`config.mk`:
```
export PLATFORM = sky130hd
export DESIGN_NAME = patch_coordinate_mapper
export DESIGN_NICKNAME = d
export VERILOG_FILES = /design/src/rtl/core/pcm_pkg.sv /design/src/rtl/core/patch_coordinate_mapper.sv
export SDC_FILE = /design/constraint.sdc
export NUM_CORES = 1
export LEC_CHECK = 0
export ABC_AREA = 0
export BUFFER_PORTS_ARGS = -buffer_cell sky130_fd_sc_hd__clkbuf_2
export CELL_PAD_IN_SITES_DETAIL_PLACEMENT = 1
export CELL_PAD_IN_SITES_GLOBAL_PLACEMENT = 1
export CORE_UTILIZATION = 23
export DETAILED_ROUTE_END_ITERATION = 7
export MAX_ROUTING_LAYER = met4
export PLACE_DENSITY = 0.48
export SKIP_CTS_REPAIR_TIMING = 1
export SLEW_MARGIN = 40
export SYNTH_ARGS = -nofsm -noshare
export SYNTH_HDL_FRONTEND = slang
export SYNTH_SLANG_ARGS = --single-unit
```
`constraint.sdc`:
```
create_clock -name clk -period 10.3 [get_ports clk]
set_input_delay 2.06 -clock clk [delete_from_list [all_inputs] [get_ports clk]]
set_output_delay 2.06 -clock clk [all_outputs]
set_load 0.01 [all_outputs]
```
`src/rtl/core/pcm_pkg.sv`:
```
`timescale 1ns / 1ps
// ----------------------------------------------------------------------------
// pcm_pkg
// Shared types and constants for the patch coordinate mapper.
// ----------------------------------------------------------------------------
package pcm_pkg;

  localparam int COORD_BITS_DEF = 16;

  localparam logic DIR_VIEW_TO_ATLAS = 1'b0;
  localparam logic DIR_ATLAS_TO_VIEW = 1'b1;

  typedef enum logic [2:0] {
    ORIENT_NONE    = 3'd0,
    ORIENT_SWAP    = 3'd1,
    ORIENT_ROT90   = 3'd2,
    ORIENT_ROT180  = 3'd3,
    ORIENT_ROT270  = 3'd4,
    ORIENT_MIRROR  = 3'd5,
    ORIENT_MROT90  = 3'd6,
    ORIENT_MROT180 = 3'd7
  } orient_t;

  // per-item axis routing: swap picks the crossed position axis,
  // neg_x / neg_y reflect that output inside the patch
  typedef struct packed {
    logic swap;
    logic neg_x;
    logic neg_y;
  } axis_ctl_t;

endpackage

```
`src/rtl/core/patch_coordinate_mapper.sv`:
```
`timescale 1ns / 1ps
// ----------------------------------------------------------------------------
// patch_coordinate_mapper
// Maps a pixel position between a view and a packed atlas for one patch.
// ----------------------------------------------------------------------------
// Usage:
//   Input channel (in_valid / in_ready) carries the direction, the position,
//   the patch size and both patch corners, and the orientation code. Output
//   channel (out_valid / out_ready) carries the mapped position as signed
//   COORD_BITS+3 bit values. One result per input transfer, in order.
//   out_valid rises once the input transfer has passed the input register,
//   then the result register with the adder logic in between.
//   Throughput: one item per clock while out_ready stays high; the result
//   register frees as it is taken, so a new item enters in the same cycle a
//   result leaves. When the receiver stalls, the result holds and the input
//   register keeps one more item; in_ready drops only while both are full.
//   Reset (rst, synchronous) empties both registers. No other state: inputs
//   need no setup, and positions outside the patch are mapped as-is.
// ----------------------------------------------------------------------------
module patch_coordinate_mapper
  import pcm_pkg::*;
#(
  parameter int COORD_BITS = COORD_BITS_DEF
) (
  input  logic                         clk,
  input  logic                         rst,
  input  logic                         in_valid,
  output logic                         in_ready,
  input  logic                         req_type,
  input  logic [COORD_BITS-1:0]        pos_x,
  input  logic [COORD_BITS-1:0]        pos_y,
  input  logic [COORD_BITS:0]          patch_w,
  input  logic [COORD_BITS:0]          patch_h,
  input  logic [COORD_BITS-1:0]        view_corner_x,
  input  logic [COORD_BITS-1:0]        view_corner_y,
  input  logic [COORD_BITS-1:0]        atlas_corner_x,
  input  logic [COORD_BITS-1:0]        atlas_corner_y,
  input  logic [2:0]                   orientation,
  output logic                         out_valid,
  input  logic                         out_ready,
  output logic signed [COORD_BITS+2:0] mapped_x,
  output logic signed [COORD_BITS+2:0] mapped_y
);

  localparam int OUT_W = COORD_BITS + 3;

  // input register
  logic                  s1_valid;
  logic                  r_req_type;
  logic [COORD_BITS-1:0] r_pos_x;
  logic [COORD_BITS-1:0] r_pos_y;
  logic [COORD_BITS:0]   r_patch_w;
  logic [COORD_BITS:0]   r_patch_h;
  logic [COORD_BITS-1:0] r_view_x;
  logic [COORD_BITS-1:0] r_view_y;
  logic [COORD_BITS-1:0] r_atlas_x;
  logic [COORD_BITS-1:0] r_atlas_y;
  logic [2:0]            r_orientation;

  logic                    out_take;
  axis_ctl_t               ctl;
  logic [COORD_BITS-1:0]   src_x, src_y, dst_x, dst_y;
  logic [COORD_BITS:0]     size_x, size_y;
  logic signed [OUT_W-1:0] mapped_x_next;
  logic signed [OUT_W-1:0] mapped_y_next;

  function automatic axis_ctl_t axis_ctl(input logic dir, input logic [2:0] code);
    axis_ctl_t c;
    c = '0;
    case (orient_t'(code))
      ORIENT_NONE:    c = 3'b000;
      ORIENT_SWAP:    c = 3'b100;
      ORIENT_ROT90:   c = (dir == DIR_VIEW_TO_ATLAS) ? 3'b110 : 3'b101;
      ORIENT_ROT180:  c = 3'b011;
      ORIENT_ROT270:  c = (dir == DIR_VIEW_TO_ATLAS) ? 3'b101 : 3'b110;
      ORIENT_MIRROR:  c = 3'b010;
      ORIENT_MROT90:  c = 3'b111;
      ORIENT_MROT180: c = 3'b001;
      default:        c = 3'b000;
    endcase
    return c;
  endfunction

  // neg: -p + ca + cb + sz - 1, else p - ca + cb
  function automatic logic signed [OUT_W-1:0] map_axis(
    input logic [COORD_BITS-1:0] p,
    input logic [COORD_BITS-1:0] ca,
    input logic [COORD_BITS-1:0] cb,
    input logic [COORD_BITS:0]   sz,
    input logic                  neg
  );
    logic signed [OUT_W-1:0] pe, cae, cbe, sze, one;
    pe  = signed'({{(OUT_W-COORD_BITS){1'b0}}, p});
    cae = signed'({{(OUT_W-COORD_BITS){1'b0}}, ca});
    cbe = signed'({{(OUT_W-COORD_BITS){1'b0}}, cb});
    sze = signed'({{(OUT_W-COORD_BITS-1){1'b0}}, sz});
    one = signed'({{(OUT_W-1){1'b0}}, 1'b1});
    if (neg) begin
      return cae - pe + cbe + sze - one;
    end
    return pe - cae + cbe;
  endfunction

  assign out_take = !out_valid || out_ready;
  assign in_ready = !s1_valid || out_take;

  always_ff @(posedge clk) begin
    if (rst) begin
      s1_valid <= 1'b0;
    end else if (in_ready) begin
      s1_valid <= in_valid;
    end
  end

  always_ff @(posedge clk) begin
    if (in_valid && in_ready) begin
      r_req_type    <= req_type;
      r_pos_x       <= pos_x;
      r_pos_y       <= pos_y;
      r_patch_w     <= patch_w;
      r_patch_h     <= patch_h;
      r_view_x      <= view_corner_x;
      r_view_y      <= view_corner_y;
      r_atlas_x     <= atlas_corner_x;
      r_atlas_y     <= atlas_corner_y;
      r_orientation <= orientation;
    end
  end

  always_comb begin
    ctl = axis_ctl(r_req_type, r_orientation);
    // corners of the space the position lives in, and of the target space
    if (r_req_type == DIR_VIEW_TO_ATLAS) begin
      src_x  = r_view_x;
      src_y  = r_view_y;
      dst_x  = r_atlas_x;
      dst_y  = r_atlas_y;
      // extent of the source axis feeding each output
      size_x = ctl.swap ? r_patch_h : r_patch_w;
      size_y = ctl.swap ? r_patch_w : r_patch_h;
    end else begin
      src_x  = r_atlas_x;
      src_y  = r_atlas_y;
      dst_x  = r_view_x;
      dst_y  = r_view_y;
      size_x = r_patch_w;
      size_y = r_patch_h;
    end
    if (ctl.swap) begin
      mapped_x_next = map_axis(r_pos_y, src_y, dst_x, size_x, ctl.neg_x);
      mapped_y_next = map_axis(r_pos_x, src_x, dst_y, size_y, ctl.neg_y);
    end else begin
      mapped_x_next = map_axis(r_pos_x, src_x, dst_x, size_x, ctl.neg_x);
      mapped_y_next = map_axis(r_pos_y, src_y, dst_y, size_y, ctl.neg_y);
    end
  end

  // result register
  always_ff @(posedge clk) begin
    if (rst) begin
      out_valid <= 1'b0;
    end else if (out_take) begin
      out_valid <= s1_valid;
    end
  end

  always_ff @(posedge clk) begin
    if (s1_valid && out_take) begin
      mapped_x <= mapped_x_next;
      mapped_y <= mapped_y_next;
    end
  end

endmodule

```
Yosys cells after proc, flatten, opt, wreduce, memory -nomap -nowiden
Cells that the tools add are included.

Bits of input ports: 138. Register bits after elaboration: 174. Word-level logic and storage cells: 75. Output and inout bits: 40.

Add/subtract/negate cells: 20. Muxes and demuxes: 27. Reduce and logical (&&, ||, !) cells: 7. Equality and inequality tests: 7.

Operators by type and width (count): $mux 19 (10); $add 17x17->18 (8); $sub 19x2->19 const B (4); $mux 17 (4); $sub 16x16->17 (4); $mux 16 (4); $add 18x18->19 (2); $add 19x18->19 (2); $pmux 3 s8 (1); $eq 3x3->1 const B (4); $eq 3x2->1 const B (2); $mux 1 (6); $mux 2 (2); $eq 3x1->1 const B (1); $logic_not 3->1 (1); $logic_and 1x1->1 (2); $logic_not 1->1 (2); $logic_or 1x1->1 (2).

Longest topological paths before layout
Gate-level depths: netlist of run 1.

Word-level depth: 9. Gate-level depth with buffers: 31.

Worst setup path before layout of run 1
Ideal clock, no wire load.

Path type: register to register. From: register r_req_type. To: register mapped_y[17], data pin. Arrival: 6.255 ns. Setup time: 0.258 ns. Cell stages (with the launch flop): 28. Clock period less this slack: 6.513 ns. Buffers on the path: 3. Path slack: 3.787 ns. Cells stage by stage: edfxtp_1 > clkbuf_1 > clkbuf_1 > buf_1 > mux2i_1 > ha_1 > inv_1 > fa_1 > a21o_1 > a21oi_1 > xnor2_1 > ha_1 > and3_1 > a211o_1 > a21o_1 > a21o_2 > a31oi_2 > nor2_1 > xor2_1 > ha_1 > inv_1 > ha_1 > or3_1 > a211oi_1 > o31ai_1 > a21boi_0 > xnor2_1 > o221a_2.

Word-level cells in the longest chain between the ends: 8. Elaborated cells on any way between the ends: 27. Classes of those cells: add/sub: 12; mux: 15.

Ends and longest elaborated chain: start: declaration (RTL line patch_coordinate_mapper.sv:49) `logic r_req_type;`; start signal: assignment (RTL line patch_coordinate_mapper.sv:117) `r_req_type <= req_type;`; $mux 16 (RTL line patch_coordinate_mapper.sv:133) `if (r_req_type == DIR_VIEW_TO_ATLAS) begin`; $sub 16x16->17 (RTL line patch_coordinate_mapper.sv:99) `return cae - pe + cbe + sze - one;`; $add 17x17->18 (RTL line patch_coordinate_mapper.sv:99); $add 19x18->19 or $add 18x18->19 (tied branches) (RTL line patch_coordinate_mapper.sv:99); $sub 19x2->19 (RTL line patch_coordinate_mapper.sv:99); $mux 19 (RTL line patch_coordinate_mapper.sv:98) `if (neg) begin`; $mux 19 (RTL line patch_coordinate_mapper.sv:101) `return pe - cae + cbe;`; $mux 19 (*) (RTL line patch_coordinate_mapper.sv:149) `if (ctl.swap) begin`; net mapped_y_next[17] (RTL line patch_coordinate_mapper.sv:65) `logic signed [OUT_W-1:0] mapped_y_next;`; end signal: assignment (RTL line patch_coordinate_mapper.sv:170) `mapped_y <= mapped_y_next;`; end: declaration (RTL line patch_coordinate_mapper.sv:42) `output logic signed [COORD_BITS+2:0] mapped_y`.

Mark *: on every way through the listed nets, which the timed path passes. The rest lies on a longest branch. The select of a mux whose other input is x is not followed. A chain may end at the register's enable or synchronous reset.

Worst setup path after layout of run 1
Ends and elaborated chain as after synthesis.

==> metrics, run 1 <==
number of synthesized register bits 174; CP Max Fanout 39; Final Slew Violations 0; f_max 0.132 GHz; CTS tree done; sequential share of the synthesized area 26.1%; most frequent cell after synthesis inv_1; ys flop type edfxtp_1; critical path type flip-flop to flip-flop; Period minus WS final 7570 ps; Max-slew headroom 39.2%; reg2reg path depth 24; total core area 0.0855 sq mm; clk sinks 174; nature of the critical path startpoint flip-flop; Final #Nets 2,806; setup_tns 0 ps; antenna-violating nets left 0; Ports 178; Worst path most repeated cell ha_1; Worst-path clk slew 80 ps; Layout Skew 13.9 ps; max-cap violations 0; Max rail drop VDD 108 uV; GRT Util Overall 17.8%; end point of the worst hold path out_valid$_SDFFE_PP0P_; Slew @ Worst Pin 904 ps; htree depth 4; Async SR Flop Fraction 0%; syn nets 2,643; Layout area overhead 14.4%; initial antenna violation count 1; vias in the first global route 17,606; EDFF count, synth 172; reg-to-reg endpoint mapped_y[17]$_DFFE_PP_; Syn Area/Cell 9.26 sq um; Critical Path End Type flip-flop; DR WL/cell 21.7 um; Die Y 297 um; post-route insts no fill 3,475; die area 0.0880 sq mm; top area cells in the synthesized netlist edfxtp_1 26%, ha_1 19%, inv_1 5.9%, xnor2_1 5.2%, mux2i_1 5.0%; Pwr Density 264 mW/mm^2; Hold Path Stages 2; drt drc 0; Clock Tree Buf Depth 2; CTS buffer count 17; crit-path cells buf_4 -> buf_4 -> mux2i_1 -> inv_1 -> ha_1 -> a21oi_1 -> o21ai_0 -> mux2i_1 -> o311a_2 -> ha_1 -> a21oi_1 -> nand2_1 -> a31oi_2 -> nor2_1 -> xor2_1 -> ha_1 -> inv_1 -> ha_1 -> or3_1 -> a211oi_1 -> o31ai_1 -> a21boi_0 -> xnor2_1 -> o221a_2; Initial Util 23.3%; HPWL after detailed placement 65,500 um; GPL Wtd Cong 0.892; CP startpoint r_req_type$_DFFE_PP_; share of layout cells above drive strength 1 12.0%; Root Driver clkbuf_16; Synth cell types 81; outcome finished, final reports clean; first-pass GRT wire length 109,000 um; Vias 16,409; synthesized area 0.0200 sq mm; HP Class flip-flop to flip-flop; Critical Path RT 10,570 ps; port buffer count 177; Yosys top cell area share 25.9%; leakage power 10.3 nW; Cell Rows 107; DRT Pass-1 Iters 5; final setup vio count 0; Worst EP arrival 7840 ps; Cells after DPL 3,442; Worst-Skew Late Latency 510 ps; Avg Vias per Cell 4.72; WHS 547 ps; Die Width 297 um; hold wc startpoint s1_valid$_SDFFE_PP0N_; largest net degree at the start of global routing 72; RSZ-0062 raised after global routing no; crit share post-route 73.5%; number of DRC markers in iteration 0 653; slowest CP cell ha_1; GRT Residual Overflow 0; Ys Warns 0; area leader, netlist edfxtp_1; final hold vios 0; Critical R2R Launch r_req_type$_DFFE_PP_; WL final 75,400 um; Worst path max stage delay 650 ps; most frequent cells after synthesis 316 x inv_1, 305 x ha_1, 172 x edfxtp_1, 164 x a21oi_1; FF-to-FF setup slack 2730 ps; Syn Inst Count 2,154
==> power breakdown <==
part | internal (mW) | switching, mW
combinational | 1.79 | 2.59
sequential | 0.914 | 0.0371
clock | 0.350 | 0.359
total | 3.05 | 2.98
==> metrics by stage <==
| step | utilization, % | worst slack, ps | area [sq um] | total power [mW] |
|---|---|---|---|---|
| 2_1_floorplan | - | 3790 | 20000 | 4.04 |
| 3_3_place_gp | 25.9 | 2970 | 22200 | 5.27 |
| 3_5_place_dp | 26.0 | 2750 | 22200 | 5.35 |
| 4_1_cts | 26.7 | 2720 | 22800 | 6.10 |
| 5_1_grt | 26.7 | 2050 | 22800 | 6.54 |
| 6_report | 26.7 | 2730 | 22800 | 6.03 |
==> sequential cells by signal (all words and copies together) (netlist names) <==
name / flops
r_atlas_x: 16
r_orientation: 3
r_patch_w: 17
mapped_x: 19
r_view_y: 16
r_view_x: 16
r_pos_x: 16
r_req_type: 1
r_pos_y: 16
s1_valid: 1
mapped_y: 19
out_valid: 1
r_atlas_y: 16
r_patch_h: 17
==> layout make-up <==
| class | instances | area [sq um] |
|---|---|---|
| fill | 9908 | 62700 |
| multi-input combinational | 1616 | 13400 |
| sequential | 174 | 5200 |
| tap | 1144 | 1430 |
| inverter | 316 | 1190 |
| timing repair buffer | 192 | 1000 |
| clock buffer | 17 | 425 |
| clock inverter | 15 | 188 |
| antenna | 1 | 2.50 |
==> logic make-up (layout without fill, tap and decap cells) <==
group,count (synthesis),after routing,share of synthesized area (%)
AOI/OAI and AO/OA,554,554,18.1
and+or+nand+nor,410,410,9.91
buffers and inverters,364,540,7.07
adders and majority gates,351,351,23.7
xor gates and xnor gates,182,182,8.08
DFF,174,174,26.1
muxes,119,119,7.00
other,0,1,0
==> routing by layer <==
metal | GRT usage, % | wire length (um) | up-vias
li1 | - | - | 7989
met1 | 23.6 | 37300 | 8113
met2 | 28.5 | 34700 | 246
met3 | 1.81 | 1910 | 61
met4 | 5.04 | 1450 | 0
met5 | - | 0 | -
==> worst max-delay path: cells and delay by family, from the launching register on <==
kind,cells,cell delay (ps)
flip-flops,1,550
adder cells (fa/ha/maj),4,1430
buffers and inverters,4,1180
multiplexers,2,680
XOR/XNOR,2,290
AO/OA/AOI/OAI,9,2550
AND/OR/NAND/NOR,3,620
==> cell usage in the layout (no fill, tap or decap), types with 62 or more instances in the layout <==
master	synthesis	routed
a21oi_1	164	164
clkbuf_2	0	177
edfxtp_1	172	172
ha_1	305	305
inv_1	316	316
mux2i_1	99	97
nand2_1	103	103
nor2_1	118	117
o21ai_0	100	100
xnor2_1	118	117
xor2_1	63	62
==> how the worst max path moves through the flow <==
stage / to / cells past startpoint
after floorplan: mapped_y[17]$_DFFE_PP_ / 27
after global placement: mapped_y[17]$_DFFE_PP_ / 24
after detailed placement: mapped_y[17]$_DFFE_PP_ / 24
after CTS: mapped_y[17]$_DFFE_PP_ / 24
after global routing: mapped_y[17]$_DFFE_PP_ / 24
final: mapped_y[17]$_DFFE_PP_ / 24
No activity file was read; power rests on OpenSTA's default activity.
==> inputs of run 2 (changes only) <==
==> constraint.sdc (replaced) <==
create_clock -name clk -period 7.05 [get_ports clk]
set_input_delay 1.41 -clock clk [delete_from_list [all_inputs] [get_ports clk]]
set_output_delay 1.41 -clock clk [all_outputs]
set_load 0.01 [all_outputs]
==> run 2 against run 1 <==
Effect of this change: flip-flop and latch count unchanged; die area unchanged; critical path depth rose by 1; combinational power up 48%; sequential share of layout area decreased by 0.18 points; global-route usage up 0.11 points; sequential power up 46%; critical endpoint unchanged; largest power group unchanged.
==> metrics, run 2 (same netlist as run 1, synthesis figures left out) <==
outcome finished, final reports clean (unchanged); antenna-violating nets left 0 (unchanged); Avg Vias per Cell 4.75 (was 4.72); number of DRC markers in iteration 0 663 (was 653); NetSw 4.37 mW (was 2.98 mW); Die Y 297 um (unchanged); Clk pwr share 11.3% (was 11.8%); CP Max Fanout 11 (was 39); nature of the critical path startpoint flip-flop (unchanged); first-pass GRT wire length 111,000 um (was 109,000 um); RSZ-0062 raised after global routing no (unchanged); most common cell after layout, fill and taps aside inv_1 (unchanged); f_max 0.151 GHz (was 0.132 GHz); Period minus WS final 6620 ps (was 7570 ps); Cell Rows 107 (unchanged); leakage power 10.4 nW (was 10.3 nW); Critical Path RT 7330 ps (was 10,570 ps); HPWL after detailed placement 65,200 um (was 65,500 um); Critical Path End Type flip-flop (unchanged); CTS buffer count 17 (unchanged); slowest CP cell fa_1 (was ha_1); Worst-path clk slew 80 ps (about the same); Worst path max stage delay 460 ps (was 650 ps); Cell Int Power 4.49 mW (was 3.05 mW); crit share post-route 93.8% (was 73.5%); GRT Util Overall 17.9% (was 17.8%); total core area 0.0855 sq mm (unchanged); max-cap violations 0 (unchanged); Die Width 297 um (unchanged); Vias 16,586 (was 16,409); WHS 523 ps (was 547 ps); Initial Util 23.3% (unchanged); HP Class flip-flop to flip-flop (unchanged); Layout Skew 16.0 ps (was 13.9 ps); Final Slew Violations 0 (unchanged); Max-slew headroom 45.3% (was 39.2%); share of layout cells above drive strength 1 12.8% (was 12.0%); Layout area overhead 15.3% (was 14.4%); Ports 178 (unchanged); commonest cells after routing, fill and taps aside 316 x inv_1, 305 x ha_1, 177 x clkbuf_2, 172 x edfxtp_1, 164 x a21oi_1 (unchanged); vias in the first global route 17,977 (was 17,606); Comb pwr share 73.1% (was 72.5%); GPL Wtd Cong 0.915 (was 0.892); Max rail drop VDD 134 uV (was 108 uV); DR WL/cell 21.6 um (was 21.7 um); critical path type flip-flop to flip-flop (unchanged); final setup vio count 0 (unchanged); # fillers 9,890 (was 9,908); GRT Residual Overflow 0 (unchanged); CTS tree done (unchanged); drt drc 0 (unchanged); Root Driver clkbuf_16 (unchanged); Final #Nets 2,827 (was 2,806); Slew @ Worst Pin 798 ps (was 904 ps); Worst EP arrival 6900 ps (was 7840 ps); clk sinks 174 (unchanged); Top Registers mapped_x: 19 flops, mapped_y: 19 flops (unchanged); port buffer count 177 (unchanged); Clock Tree Buf Depth 2 (unchanged); setup_tns 0 ps (unchanged); ant diodes 0 (was 1); largest net degree at the start of global routing 135 (was 72); final hold vios 0 (unchanged); sequential power share 15.7% (was 15.8%); Worst-Skew Late Latency 520 ps (was 510 ps); DRT Pass-1 Iters 5 (unchanged); die area 0.0880 sq mm (unchanged); WL final 75,500 um (was 75,400 um); Core Util, Final 26.9% (was 26.7%); switching share of power 49.3% (was 49.4%); initial antenna violation count 0 (was 1); Worst path most repeated cell ha_1 (unchanged); htree depth 4 (unchanged); Pwr Density 385 mW/mm^2 (was 264 mW/mm^2)
-- run 2: changes by cell type in the layout (fill, tap and decap cells not counted), sizes merged --
cell,before,now
buf,15,36
clkinv,5,3
clkinvlp,0,2
bufinv,1,0
clkbuf,194,195
diode,1,0
-- run 2: path summary, 6_finish.rpt --
kind / from / end / slack [ps] / cells past startpoint
hold / removal: s1_valid$_SDFFE_PP0N_ / out_valid$_SDFFE_PP0P_ / 520 / 2
setup / recovery: r_req_type$_DFFE_PP_ / mapped_y[17]$_DFFE_PP_ / 430 / 25
hold reg to reg: s1_valid$_SDFFE_PP0N_ / out_valid$_SDFFE_PP0P_ / 520 / 2
setup reg to reg: r_req_type$_DFFE_PP_ / mapped_y[17]$_DFFE_PP_ / 430 / 25
-- run 2: cell type report --
type	instances	area, sq um	share of cell area (%)
Multi-Input combinational cell	1616	13400	58.3
Clock buffer	18	429	1.87
Sequential cell	174	5200	22.6
Clock inverter	14	145	0.631
Timing Repair Buffer	213	1200	5.22
Tap cell	1144	1430	6.22
Inverter	316	1190	5.16
-- run 2: worst max-delay path, delay by kind of cell (launching register included) --
family / cells / cell delay (ps)
adders and majority gates: 5 / 1620
xor gates and xnor gates: 3 / 590
muxes: 1 / 270
and+or+nand+nor: 3 / 690
AOI/OAI and AO/OA: 10 / 2440
DFF: 1 / 400
buffers and inverters: 3 / 360
-- run 2: routing by layer --
layer	vias to the layer above	track usage (%)	routed length [um]
met5	-	-	0
met4	0	3.94	964
met3	48	2.02	1950
met2	236	28.8	34900
met1	8268	23.9	37700
li1	8034	-	-
-- run 2: power by group through the flow --
stage | Sequential, mW | Clock [mW] | Combinational, mW
after floorplan | 1.43 | 0 | 4.47
after global placement | 1.42 | 0 | 6.37
after detailed placement | 1.42 | 0 | 6.47
after CTS | 1.39 | 1.05 | 6.52
after global routing | 1.40 | 1.08 | 7.17
final | 1.39 | 0.998 | 6.48
-- run 2: metrics by stage --
| step | power (mW) | std cells | worst slack [ps] | area [sq um] |
|---|---|---|---|---|
| CTS | 8.96 | 3494 | 135 | 23000 |
| global placement | 7.78 | 3462 | 333 | 22400 |
| global route | 9.65 | 3495 | 40.1 | 23000 |
| finish | 8.86 | 3495 | 434 | 23000 |
| detailed placement | 7.89 | 3462 | 125 | 22400 |
| floorplan | 5.90 | 2154 | 537 | 20000 |
==> inputs of run 3 (changes only) <==
--- a/config.mk
+++ b/config.mk
@@ -11,7 +11,6 @@
 export CELL_PAD_IN_SITES_GLOBAL_PLACEMENT = 1
 export CORE_UTILIZATION = 23
 export DETAILED_ROUTE_END_ITERATION = 7
-export MAX_ROUTING_LAYER = met4
 export PLACE_DENSITY = 0.48
 export SKIP_CTS_REPAIR_TIMING = 1
 export SLEW_MARGIN = 40
==> run 3 against run 2 <==
Effect of this change: first-iteration DRC count shrank 0.75%; flip-flop and latch count is the same; sequential power is essentially flat; sequential share of layout area is essentially flat; routed wire length shrank 0.27%; hold slack gained 6.8 ps; critical path depth shrank 3.
==> metrics, run 3 (same netlist as run 1, synthesis figures left out) <==
outcome finished, final reports clean (unchanged); NetSw 4.41 mW (was 4.37 mW); HPWL after detailed placement 64,900 um (was 65,200 um); Die Width 297 um (unchanged); commonest cells after routing, fill and taps aside 316 x inv_1, 305 x ha_1, 177 x clkbuf_2, 172 x edfxtp_1, 163 x a21oi_1 (was 316 x inv_1, 305 x ha_1, 177 x clkbuf_2, 172 x edfxtp_1, 164 x a21oi_1); total core area 0.0855 sq mm (unchanged); Final #Nets 2,825 (was 2,827); Max-slew headroom 42.2% (was 45.3%); f_max 0.150 GHz (was 0.151 GHz); Critical Path RT 7330 ps (about the same); sequential power share 15.6% (was 15.7%); final setup vio count 0 (unchanged); Cell Rows 107 (unchanged); Hold Path Stages 2 (unchanged); Critical R2R Launch r_req_type$_DFFE_PP_ (unchanged); Max rail drop VDD 128 uV (was 134 uV); final hold vios 0 (unchanged); Slew @ Worst Pin 859 ps (was 798 ps); end point of the worst hold path out_valid$_SDFFE_PP0P_ (unchanged); Avg Vias per Cell 4.75 (about the same); share of layout cells above drive strength 1 12.9% (was 12.8%); CP startpoint r_req_type$_DFFE_PP_ (unchanged); Layout Skew 14.0 ps (was 16.0 ps); Ports 178 (unchanged); htree depth 4 (unchanged); setup_tns 0 ps (unchanged); CP Max Fanout 52 (was 11); Pwr Density 387 mW/mm^2 (was 385 mW/mm^2); Worst EP arrival 6950 ps (was 6900 ps); Root Driver clkbuf_16 (unchanged); Final Slew Violations 0 (unchanged); crit share post-route 94.6% (was 93.8%); post-route insts no fill 3,493 (was 3,495); Worst-Skew Late Latency 520 ps (about the same); GRT Residual Overflow 0 (unchanged); number of DRC markers in iteration 0 658 (was 663); switching share of power 49.5% (was 49.3%); most common cell after layout, fill and taps aside inv_1 (unchanged); CTS buffer count 17 (unchanged); Comb pwr share 73.0% (was 73.1%); max-cap violations 0 (unchanged); Clock Tree Buf Depth 2 (unchanged); Layout area overhead 15.4% (was 15.3%); Worst Slack Setup Final 378 ps (was 434 ps); Cell Int Power 4.50 mW (was 4.49 mW); critical path type flip-flop to flip-flop (unchanged); WL final 75,300 um (was 75,500 um); GPL Wtd Cong 0.882 (was 0.915); leakage power 10.4 nW (about the same); Period minus WS final 6670 ps (was 6620 ps); DRT Pass-1 Iters 5 (unchanged); Worst-path clk slew 90 ps (was 80 ps); drt drc 0 (unchanged); FF-to-FF setup slack 380 ps (was 430 ps); Vias 16,577 (was 16,586); Core Util, Final 26.9% (about the same); antenna-violating nets left 0 (unchanged); initial antenna violation count 1 (was 0); reg2reg path depth 22 (was 25); Initial Util 23.3% (unchanged); reg-to-reg endpoint mapped_y[17]$_DFFE_PP_ (unchanged); die area 0.0880 sq mm (unchanged); DR WL/cell 21.6 um (about the same); Clk pwr share 11.4% (was 11.3%); port buffer count 177 (unchanged); Top Registers mapped_x: 19 flops, mapped_y: 19 flops (unchanged); largest net degree at the start of global routing 135 (unchanged); Die Y 297 um (unchanged); GRT Util Overall 17.2% (was 17.9%); CTS tree done (unchanged); first-pass GRT wire length 109,000 um (was 111,000 um); RSZ-0062 raised after global routing no (unchanged); Critical Path End Type flip-flop (unchanged); clk sinks 174 (unchanged); Place WS 134 ps (was 125 ps); hold wc startpoint s1_valid$_SDFFE_PP0N_ (unchanged); vias in the first global route 17,839 (was 17,977); nature of the critical path startpoint flip-flop (unchanged); HP Class flip-flop to flip-flop (unchanged); ant diodes 0 (unchanged); Cells after DPL 3,460 (was 3,462)
-- run 3: per-layer routing --
layer / up-vias / track usage [%] / wire [um]
met1: 8254 / 23.5 / 37300
met5: - / 0 / 0
met2: 260 / 28.5 / 34600
met3: 46 / 2.24 / 2150
met4: 0 / 4.39 / 1250
li1: 8017 / - / -
-- run 3: area by class of cell --
type	instances	area, sq um
multi-input combinational	1616	13400
clock buffer	17	425
sequential	174	5200
clock inverter	15	166
inverter	316	1190
timing repair buffer	211	1200
tap	1144	1430
fill	9994	62500
-- run 3: critical path: stages (launching register included) --
cell and delay (ps):
edfxtp_1 460, buf_12 340, mux2i_1 340, inv_1 80
ha_1 610, nand2_1 340, nor2_1 350, nand3_1 240
o22ai_1 440, nor2_1 140, xnor2_1 410, ha_1 370
nand2_1 170, o21ai_0 170, o211a_1 250, a211oi_2 250
ha_1 270, inv_1 60, ha_1 260, a21oi_1 190
a21boi_0 250, xnor2_1 100, o221a_2 250
-- run 3: per-stage QoR --
stage	total power, mW	hold WS [ps]	instance area (sq um)
floorplan	5.90	478	20000
global placement	7.77	501	22400
detailed placement	7.88	526	22400
CTS	8.97	532	23000
global route	9.64	547	23000
finish	8.91	529	23000
-- run 3: worst max path at each step --
stage          cells after the start  slack [ps]                endpoint
3_3_place_gp                      30         280  mapped_x[17]$_DFFE_PP_
6_report                          22         380  mapped_y[17]$_DFFE_PP_
5_1_grt                           30           6  mapped_x[17]$_DFFE_PP_
4_1_cts                           30         100  mapped_x[17]$_DFFE_PP_
3_5_place_dp                      30         130  mapped_x[17]$_DFFE_PP_
2_1_floorplan                     27         540  mapped_y[17]$_DFFE_PP_
-- run 3: power groups by stage --
stage	clock network, mW	logic, mW	registers (mW)
6_report	1.01	6.51	1.39
5_1_grt	1.08	7.15	1.40
3_3_place_gp	0	6.36	1.41
3_5_place_dp	0	6.47	1.42
4_1_cts	1.06	6.51	1.39
2_1_floorplan	0	4.47	1.43
